--- src/sv/afc_pkg.sv ---
// Shared types, widths and helper functions of the box/frustum culling unit.
// Depends on nothing; every other file imports it.
`default_nettype none

package afc_pkg;

  localparam int COORD_WIDTH  = 16;
  localparam int MATRIX_WIDTH = 16;
  localparam int COL_WIDTH    = 64;
  localparam int NUM_COLS     = 4;
  localparam int NUM_AXES     = 3;
  localparam int NUM_FACES    = 6;
  localparam int CFG_INDEX_W  = 3;

  // Plane normal and distance need one bit more than a matrix entry.
  localparam int NORM_W = MATRIX_WIDTH + 1;
  localparam int PROD_W = NORM_W + COORD_WIDTH;
  // Three products plus the distance.
  localparam int SUM_W  = PROD_W + 2;

  typedef logic [COL_WIDTH-1:0] col_t;
  typedef col_t [NUM_COLS-1:0]  cols_t;

  // Identity matrix in Q4.12.
  localparam col_t COL0_RESET = 64'h0000_0000_0000_1000;
  localparam col_t COL1_RESET = 64'h0000_0000_1000_0000;
  localparam col_t COL2_RESET = 64'h0000_1000_0000_0000;
  localparam col_t COL3_RESET = 64'h1000_0000_0000_0000;

  typedef enum logic [CFG_INDEX_W-1:0] {
    REG_COL0 = 3'd0,
    REG_COL1 = 3'd1,
    REG_COL2 = 3'd2,
    REG_COL3 = 3'd3
  } cfg_reg_e;

  typedef struct packed {
    logic [NUM_AXES-1:0][NORM_W-1:0] n;
    logic [NORM_W-1:0]               d;
    logic                            zero;
  } plane_t;

  typedef plane_t [NUM_FACES-1:0] planes_t;

  typedef struct packed {
    logic [NUM_AXES-1:0][COORD_WIDTH-1:0] lo;
    logic [NUM_AXES-1:0][COORD_WIDTH-1:0] hi;
  } box_t;

  // Entry at a given row of a column; bits past the top of the column read as zero.
  function automatic logic signed [MATRIX_WIDTH-1:0] matrix_entry(col_t col,
                                                                  int unsigned row);
    logic [COL_WIDTH+MATRIX_WIDTH-1:0] ext;
    ext = {{MATRIX_WIDTH{1'b0}}, col} >> (row * MATRIX_WIDTH);
    return ext[MATRIX_WIDTH-1:0];
  endfunction

  // Face f uses row (f >> 1) added to row 3 for even f, subtracted for odd f.
  function automatic plane_t plane_calc(cols_t cols, int unsigned f);
    plane_t                          p;
    int unsigned                     k;
    logic                            neg;
    logic signed [MATRIX_WIDTH-1:0]  a;
    logic signed [MATRIX_WIDTH-1:0]  b;
    logic signed [NORM_W-1:0]        v;
    k   = f >> 1;
    neg = f[0];
    for (int c = 0; c < NUM_COLS; c++) begin
      a = matrix_entry(cols[c], 3);
      b = matrix_entry(cols[c], k);
      v = neg ? (NORM_W'(a) - NORM_W'(b)) : (NORM_W'(a) + NORM_W'(b));
      if (c == NUM_COLS - 1) begin
        p.d = v;
      end else begin
        p.n[c] = v;
      end
    end
    p.zero = (p.n == '0);
    return p;
  endfunction

endpackage

`default_nettype wire

--- src/sv/afc_face.sv ---
// Test of one box against one plane: farthest corner, dot product, sign.
// Depends on afc_pkg.
`default_nettype none

module afc_face (
  input  afc_pkg::plane_t plane_i,
  input  afc_pkg::box_t   box_i,
  output logic            cull_o
);
  import afc_pkg::*;

  logic signed [NORM_W-1:0]      nc   [NUM_AXES];
  logic signed [COORD_WIDTH-1:0] sel  [NUM_AXES];
  logic signed [PROD_W-1:0]      prod [NUM_AXES];
  logic signed [SUM_W-1:0]       sum;

  always_comb begin
    for (int c = 0; c < NUM_AXES; c++) begin
      nc[c] = $signed(plane_i.n[c]);
      // A positive component picks the upper bound; zero or negative the lower.
      sel[c] = (!nc[c][NORM_W-1] && (plane_i.n[c] != '0)) ? $signed(box_i.hi[c])
                                                           : $signed(box_i.lo[c]);
      prod[c] = PROD_W'(nc[c]) * PROD_W'(sel[c]);
    end
    sum = SUM_W'($signed(plane_i.d)) + SUM_W'(prod[0]) + SUM_W'(prod[1])
        + SUM_W'(prod[2]);
  end

  // A plane with an all-zero normal never culls.
  assign cull_o = !plane_i.zero && sum[SUM_W-1];

endmodule

`default_nettype wire

--- config.mk ---
export PLATFORM = sky130hd
export DESIGN_NAME = afc_face
export DESIGN_NICKNAME = d
export VERILOG_FILES = /design/src/sv/afc_pkg.sv /design/src/sv/afc_face.sv
export SDC_FILE = /design/constraint.sdc
export NUM_CORES = 2
export LEC_CHECK = 0
export ABC_AREA = 1
export BUFFER_PORTS_ARGS = -buffer_cell sky130_fd_sc_hd__buf_2
export CORE_ASPECT_RATIO = 0.5
export CORE_MARGIN = 5
export CORE_UTILIZATION = 45
export DETAILED_ROUTE_END_ITERATION = 10
export MAX_ROUTING_LAYER = met4
export SLEW_MARGIN = 30
export SYNTH_ARGS = -nofsm -noshare
export SYNTH_HDL_FRONTEND = slang
export SYNTH_SLANG_ARGS = --single-unit
--- constraint.sdc ---
create_clock -name vclk -period 34
set_clock_uncertainty 0.15 [all_clocks]
set_input_delay 6.8 -clock vclk [all_inputs]
set_output_delay 6.8 -clock vclk [all_outputs]
set_load 0.005 [all_outputs]
==> impl_metrics.yaml <==
critical_path:
  critPathLaunchType: "input pin"
  cp_data_required_time_ns: 27.05
  path_class: "input pin to output pin"
  critPathSlowestCell: "fa_1"
  path_max_fanout: 17
  arrival_ns: 15.70
  max_stage_delay_ns: 0.54
  crit_buf_inv: 12
  crit_family: "adder cells"
  end_kind: "output pin"
timing:
  final_hold_viol_count: 0
  post-route-period-util_pct: 66.6
  tns_ns: 0
  setup_viol: 0
  rsz0062_at_grt: "false"
  slew_viol_final: 0
  worstMarginPinSlew_ns: 0.881
  max_slew_margin_pct: 41.3
  max_clock_freq_mhz: 44.2
  finalCriticalPeriod_ns: 22.65
die:
  dieArea_um2: 76400
  rows: 68
  initial_utilization_pct: 45.7
  die_w_um: 386
  fp.coreArea_um2: 69500
  die_y_um: 198
  ioPinCount: 166
grt:
  grt_pass1_wl_mm: 146
  grt_max_degree: 19
  antenna_found_initial: 3
  grt_pass1_vias: 24400
  grt_use_total_pct: 26.4
  grt-ovfl-total: 0
drt:
  wl_per_cell_um: 20.6
  viasPerCell: 4.89
  routed_wl_mm: 93.2
  vias: 22100
  antenna_left: 0
  dr.pass1.iters: 6
  first_iter_violations: 1481
  drc: 0
place:
  numPortBuffers: 166
  place_congestion: 0.960
  dp_cells: 4520
  post-dp-hpwl_mm: 87.1
  placed_area_um2: 33300
clock_tree:
  post_cts_resized: 0
  ctsHoldBuffers: 0
  cts_setup_buffers: 0
finish:
  clock_buffers: 0
  seq_cell_count: 0
  fin_area_um2: 33300
  fin_cells: 4521
  drive_gt1_share_pct: 7.66
  regArea_um2: 0
  fin_nets: 4925
  fillerInstances: 6703
  areaGrowthSynthToFinish_pct: 4.67
synth:
  syn-instance-count: 3503
  yosysSeqAreaShare_pct: 0
  syn_area_per_cell_um2: 9.08
  ys_types: 36
  synth_area_um2: 31800
  yosysWarnings: 0
  synth_nets: 4851
run:
  max_cap_viol_count: 0
outcome:
  status: "finished, final reports clean"
hold_path:
  hp-class: "input pin to output pin"
==> tightest hold or removal path: stages <==
cell and delay (ns):
buf_2 0.08, o21bai_1 0.09, nor2_1 0.04, buf_2 0.11
==> cell usage in the layout, fill, tap and decap left out, types with 18 or more instances in the layout <==
cell and count:
inv_1 1119, fa_1 998, nand2_1 549, nor2_1 356, ha_1 185, buf_2 166
o21ai_2 34, or2_1 26, inv_2 18
==> final cells by class <==
type | instances | area (µm²) | share of cell area [%]
antenna | 1 | 2.50 | 0.00752
tap | 945 | 1180 | 3.55
inverter | 1156 | 4370 | 13.1
timing repair buffer | 167 | 838 | 2.52
multi-input combinational | 2252 | 26900 | 80.8
==> cell families (layout without fill, tap and decap cells) <==
kind of cell             after synthesis  after routing  synth area share, %
AO/OA/AOI/OAI                         69             69                 1.83
buffers and inverters               1251           1323                 15.5
AND/OR/NAND/NOR                      996            996                 12.5
XOR/XNOR                               4              4                0.110
adder cells (fa/ha/maj)             1183           1183                 70.1
other                                  0              1                    0
==> cell usage after synthesis, drive strengths merged <==
cell | n | area, µm²
a21oi | 16 | 80.1
buf | 53 | 385
clkbuf | 42 | 159
clkinv | 7 | 26.3
fa | 998 | 20000
ha | 185 | 2310
inv | 1149 | 4340
nand2 | 553 | 2090
nand2b | 1 | 6.26
nand3 | 10 | 50.1
nand4 | 5 | 31.3
nor2 | 367 | 1400
nor3 | 1 | 5.00
nor4 | 12 | 93.8
o21a | 2 | 15.0
o21ai | 50 | 479
o21bai | 1 | 7.51
or2 | 47 | 294
xnor2 | 3 | 26.3
xor2 | 1 | 8.76
==> per-stage QoR <==
step	utilization, %	hold slack, ns	worst slack [ns]
global route	47.9	13.78	10.76
CTS	47.9	13.77	11.33
floorplan	-	13.57	13.17
finish	47.9	13.77	11.35
global placement	47.9	13.78	11.36
detailed placement	47.9	13.77	11.35
==> metal layers <==
metal,share of wire [%],global-route usage [%]
met5,0,-
met4,2.0,4.12
met3,10,7.64
met2,40,35.6
met1,47,40.0
==> final timing paths <==
kind	endpoint	cells past startpoint	from	slack [ns]
worst max-delay path	cull_o	36	plane_i[38]	11.35
worst min-delay path	cull_o	4	plane_i[0]	13.77
