--- src/sv/afc_pkg.sv ---
// Shared types, widths and helper functions of the box/frustum culling unit.
// Depends on nothing; every other file imports it.
`default_nettype none

package afc_pkg;

  localparam int COORD_WIDTH  = 16;
  localparam int MATRIX_WIDTH = 16;
  localparam int COL_WIDTH    = 64;
  localparam int NUM_COLS     = 4;
  localparam int NUM_AXES     = 3;
  localparam int NUM_FACES    = 6;
  localparam int CFG_INDEX_W  = 3;

  // Plane normal and distance need one bit more than a matrix entry.
  localparam int NORM_W = MATRIX_WIDTH + 1;
  localparam int PROD_W = NORM_W + COORD_WIDTH;
  // Three products plus the distance.
  localparam int SUM_W  = PROD_W + 2;

  typedef logic [COL_WIDTH-1:0] col_t;
  typedef col_t [NUM_COLS-1:0]  cols_t;

  // Identity matrix in Q4.12.
  localparam col_t COL0_RESET = 64'h0000_0000_0000_1000;
  localparam col_t COL1_RESET = 64'h0000_0000_1000_0000;
  localparam col_t COL2_RESET = 64'h0000_1000_0000_0000;
  localparam col_t COL3_RESET = 64'h1000_0000_0000_0000;

  typedef enum logic [CFG_INDEX_W-1:0] {
    REG_COL0 = 3'd0,
    REG_COL1 = 3'd1,
    REG_COL2 = 3'd2,
    REG_COL3 = 3'd3
  } cfg_reg_e;

  typedef struct packed {
    logic [NUM_AXES-1:0][NORM_W-1:0] n;
    logic [NORM_W-1:0]               d;
    logic                            zero;
  } plane_t;

  typedef plane_t [NUM_FACES-1:0] planes_t;

  typedef struct packed {
    logic [NUM_AXES-1:0][COORD_WIDTH-1:0] lo;
    logic [NUM_AXES-1:0][COORD_WIDTH-1:0] hi;
  } box_t;

  // Entry at a given row of a column; bits past the top of the column read as zero.
  function automatic logic signed [MATRIX_WIDTH-1:0] matrix_entry(col_t col,
                                                                  int unsigned row);
    logic [COL_WIDTH+MATRIX_WIDTH-1:0] ext;
    ext = {{MATRIX_WIDTH{1'b0}}, col} >> (row * MATRIX_WIDTH);
    return ext[MATRIX_WIDTH-1:0];
  endfunction

  // Face f uses row (f >> 1) added to row 3 for even f, subtracted for odd f.
  function automatic plane_t plane_calc(cols_t cols, int unsigned f);
    plane_t                          p;
    int unsigned                     k;
    logic                            neg;
    logic signed [MATRIX_WIDTH-1:0]  a;
    logic signed [MATRIX_WIDTH-1:0]  b;
    logic signed [NORM_W-1:0]        v;
    k   = f >> 1;
    neg = f[0];
    for (int c = 0; c < NUM_COLS; c++) begin
      a = matrix_entry(cols[c], 3);
      b = matrix_entry(cols[c], k);
      v = neg ? (NORM_W'(a) - NORM_W'(b)) : (NORM_W'(a) + NORM_W'(b));
      if (c == NUM_COLS - 1) begin
        p.d = v;
      end else begin
        p.n[c] = v;
      end
    end
    p.zero = (p.n == '0);
    return p;
  endfunction

endpackage

`default_nettype wire

--- src/sv/afc_planes.sv ---
// Matrix column registers and the six derived frustum planes, registered.
// Depends on afc_pkg.
`default_nettype none

module afc_planes (
  input  logic                              clk_i,
  input  logic                              rst_ni,
  input  logic                              cfg_valid_i,
  input  logic [afc_pkg::CFG_INDEX_W-1:0]   cfg_index_i,
  input  logic [afc_pkg::COL_WIDTH-1:0]     cfg_data_i,
  output afc_pkg::planes_t                  planes_o
);
  import afc_pkg::*;

  cols_t   col_q;
  cols_t   col_d;
  planes_t plane_q;
  planes_t plane_d;
  cols_t   cols_reset;

  assign cols_reset = {COL3_RESET, COL2_RESET, COL1_RESET, COL0_RESET};

  always_comb begin
    col_d = col_q;
    if (cfg_valid_i) begin
      case (cfg_index_i)
        REG_COL0: col_d[0] = cfg_data_i;
        REG_COL1: col_d[1] = cfg_data_i;
        REG_COL2: col_d[2] = cfg_data_i;
        REG_COL3: col_d[3] = cfg_data_i;
        default:  col_d    = col_q;
      endcase
    end
  end

  always_comb begin
    for (int f = 0; f < NUM_FACES; f++) begin
      plane_d[f] = plane_calc(col_q, f);
    end
  end

  // Planes follow the columns in the next cycle; the user must write only while idle, unenforced.
  always_ff @(posedge clk_i or negedge rst_ni) begin
    if (!rst_ni) begin
      col_q <= cols_reset;
      for (int f = 0; f < NUM_FACES; f++) begin
        plane_q[f] <= plane_calc(cols_reset, f);
      end
    end else begin
      col_q   <= col_d;
      plane_q <= plane_d;
    end
  end

  assign planes_o = plane_q;

endmodule

`default_nettype wire

--- config.mk ---
export PLATFORM = sky130hd
export DESIGN_NAME = afc_planes
export DESIGN_NICKNAME = d
export VERILOG_FILES = /design/src/sv/afc_pkg.sv /design/src/sv/afc_planes.sv
export SDC_FILE = /design/constraint.sdc
export NUM_CORES = 1
export LEC_CHECK = 0
export ABC_CLOCK_PERIOD_IN_PS = 6900
export BUFFER_PORTS_ARGS = -buffer_cell sky130_fd_sc_hd__clkbuf_2
export CORE_UTILIZATION = 45
export DETAILED_ROUTE_END_ITERATION = 6
export MAX_ROUTING_LAYER = met4
export PLACE_DENSITY_LB_ADDON = 0.1
export SYNTH_ARGS = -nofsm -noshare
export SYNTH_HDL_FRONTEND = slang
export SYNTH_SLANG_ARGS = --single-unit
--- constraint.sdc ---
create_clock -name clk_i -period 6.9 [get_ports clk_i]
set_input_delay 0.345 -clock clk_i [delete_from_list [all_inputs] [get_ports clk_i]]
set_output_delay 0.345 -clock clk_i [all_outputs]
set_load 0.005 [all_outputs]
==> flow_metrics.py <==
metrics = {
    "status": {
        "status": "completed",
    },
    "min_path": {
        "hold_start": "cfg_data_i[23]",
        "hold_path_end": "col_q[23]$_DFFE_PN0P_",
        "holdPathStages": 3,
        "hp-class": "in -> reg",
    },
    "timing": {
        "maxSlewViolCount": 0,
        "rsz0062_at_grt": "no",
        "skew_ps": 22.9,
        "timing.fmax_mhz": 207,
        "hold_viol_final": 0,
        "layout_min_cycle_time_ps": 4840,
        "setup_viol": 0,
        "fin_tns_setup_ps": 0,
        "max_slew_margin_pct": 32.5,
        "period_share_pct": 70.2,
        "tightest_slew_ps": 1010,
    },
    "grt": {
        "grt_pass1_wl_um": 173000,
        "gr-max-usage-layer": "met2",
        "use_met3_pct": 3.58,
        "grt_pass1_vias": 26800,
        "use_met1_pct": 39.3,
        "grt_overflow": 0,
        "grtUsageMet2_pct": 47.8,
        "grt_use_total_pct": 29.7,
        "antenna_found_initial": 8,
        "grt_start_max_net_pins": 157,
    },
    "critical_path": {
        "r2r-end": "planes_o[0]$_DFF_PN0_",
        "crit_family": "simple AND/OR/NAND/NOR gates",
        "crit_buf_inv": 0,
        "cp.depth": 13,
        "cpPeakStageDelay_ps": 840,
        "reg2regPathDepth": 13,
        "arrival_ps": 5370,
        "critPathKind": "reg -> reg",
        "startpoint_type": "flop",
        "r2r_start": "col_q[113]$_DFFE_PN0P_",
        "r2r_slack_ps": 2060,
        "end_kind": "flop",
        "worst-path-max-fanout": 10,
        "critPathSlowestCell": "dfrtp_1",
        "path_cells": "fa_1, nor2_1, nand4_1, a21oi_1, nand2_1, or4_1, nor3_1, nand4_1, nor4_1, or4b_1, or4_1, nor3_2, nor4b_2",
        "cp.required_ps": 7430,
    },
    "clocking": {
        "cts_sinks": 658,
        "cts_tree": "done",
        "numCtsBuffers": 76,
        "clock-root-buffer": "clkbuf_16",
        "clkSlewWorstSetupHoldPaths_ps": 60,
        "cts_buffer_depth": 3,
        "htreeDepth": 3,
        "clk_latency_ps": 630,
        "post_cts_buffers": 0,
    },
    "die": {
        "die_width_um": 287,
        "rows": 104,
        "io_pins": 484,
        "core_um2": 80500,
        "die_area_um2": 82400,
        "dieHeight_um": 287,
        "initial_core_util_pct": 45.4,
    },
    "place": {
        "dp_cells": 5029,
        "dpl-instance-area_um2": 40100,
        "place.gp.congestion": 0.956,
        "port_buffers": 483,
        "dpl.hpwl_um": 94700,
    },
    "synthesis": {
        "yosysWarnings": 0,
        "synth_top_area_share_pct": 43.1,
        "synth_area_um2": 36600,
        "yosys.area_share.simple_pct": 11.3,
        "synth_edf_count": 0,
        "synth_ff_type": "dfrtp_1",
        "ys_seq_area_share_pct": 45.1,
        "postSynthCellCount": 3595,
        "synth_compound_area_share_pct": 13.3,
        "synth_top_area_cell": "dfrtp_1",
        "synth-xor-area-share_pct": 6.75,
        "netlist_top_cells_count": "630 x dfrtp_1, 384 x ha_1, 372 x inv_1",
        "synth.area.mux_share_pct": 3.66,
        "synth.area.top_cells": "dfrtp_1 43%, ha_1 13%, xnor2_1 5.4%, inv_1 3.8%, mux2_2 3.6%",
        "synth_nets": 4073,
        "synth_fa_ha_area_share_pct": 14.4,
        "synth_area_per_cell_um2": 10.2,
        "synthDistinctLibCells": 91,
        "synthArstFlopShare_pct": 100,
        "ys_seq_elements": 658,
        "synth_top_family_by_area": "adder cells",
        "yosysMostFrequentCell": "dfrtp_1",
    },
    "power": {
        "cellPowerDensity_nw_per_um2": 469,
        "leakagePower_nw": 20.3,
        "total_power_mw": 20.1,
        "ir_drop_mv": 0.217,
    },
    "cells_and_area": {
        "area_growth_pct": 17.1,
        "fin_cells": 5179,
        "utilization_pct": 53.2,
        "final_area_um2": 42800,
        "ff_latch_area_um2": 16500,
        "multiInputGateArea_um2": 18100,
        "fillerInstances": 7337,
        "drive_gt1_share_pct": 19.7,
        "finalNetCount": 4529,
    },
    "detailed_routing": {
        "vias_per_cell": 5.28,
        "drc": 0,
        "drt_iter0_markers": 2017,
        "drt-wirelength-per-cell_um": 23.1,
        "route.vias.total": 27300,
        "drt-total-wl_um": 120000,
        "antenna_left": 0,
        "drt_pass1_iterations": 7,
    },
    "flow_run": {
        "drv_cap": 0,
    },
}
## repair_timing
| item | 4_1_cts | 5_1_grt |
|---|---|---|
| hold endpoints to repair | 74 | 0 |
| resized for setup | 0 | 0 |
| hold buffers | 4 | 0 |
## how the worst max path moves through the flow
stage	startpoint	to	slack [ps]
after floorplan	col_q[49]$_DFFE_PN0P_	planes_o[0]$_DFF_PN0_	2780
after global placement	col_q[113]$_DFFE_PN0P_	planes_o[276]$_DFF_PN0_	2200
after detailed placement	col_q[49]$_DFFE_PN0P_	planes_o[0]$_DFF_PN0_	2160
after CTS	col_q[49]$_DFFE_PN0P_	planes_o[0]$_DFF_PN0_	2130
after global routing	col_q[49]$_DFFE_PN0P_	planes_o[0]$_DFF_PN0_	1890
final	col_q[113]$_DFFE_PN0P_	planes_o[0]$_DFF_PN0_	2060
## sequential cells by signal, indices dropped and copies added (netlist names)
register  cells
planes_o    402
col_q       256
## cell usage in the layout, fill, tap and decap left out, types with 23 or more instances in the layout
cell,instances
mux2_2,117
dfrtp_1,630
nor4_1,45
xnor2_1,226
ha_1,384
fa_1,24
nand2_1,215
a21oi_1,200
inv_1,372
or4_1,26
a21o_1,39
nand3_1,30
dfstp_2,28
buf_4,23
nor2_1,238
o21ai_0,243
nand2b_1,46
clkbuf_16,81
xor2_1,56
nor3_1,97
o21a_1,41
o21bai_1,62
nor2b_1,56
clkbuf_2,482
## final cells by class
class	count	share of cell area (%)
antenna	6	0.0350
clock buffer	111	5.30
clock inverter	29	1.10
inverter	375	3.28
multi-input combinational	2426	42.3
sequential	658	38.5
tap	1060	3.10
timing repair buffer	514	6.35
## cells by family after synthesis
family,after synthesis
simple gates,847
compound gates,770
flops,658
buf+inv,511
fa+ha+maj,408
xor+xnor,282
mux,119
## per-stage QoR
step	worst slack (ps)	hold slack (ps)
detailed placement	2160	374
finish	2060	18.1
global route	1890	17.4
global placement	2200	379
floorplan	2780	49.4
CTS	2130	9.91
## power breakdown
| group | leakage, nW | internal, mW | switching, mW |
|---|---|---|---|
| clock network | 1.32 | 2.73 | 1.68 |
| registers | 7.77 | 5.48 | 1.04 |
| logic | 11.2 | 3.67 | 5.51 |
| total | 20.3 | 11.9 | 8.23 |
## per-layer routing
layer / up-vias / share of wire, %
met5: - / 0
met4: 0 / 2.6
li1: 13100 / -
met3: 134 / 5.3
met1: 13300 / 44
met2: 789 / 48
## worst reg2reg max path: cells and delay by family (launching register included)
| family | cells | cell delay (ps) |
|---|---|---|
| simple gates | 11 | 3060 |
| flops | 1 | 840 |
| fa+ha+maj | 1 | 580 |
| compound gates | 1 | 290 |
No activity file was read; power rests on OpenSTA's default activity.
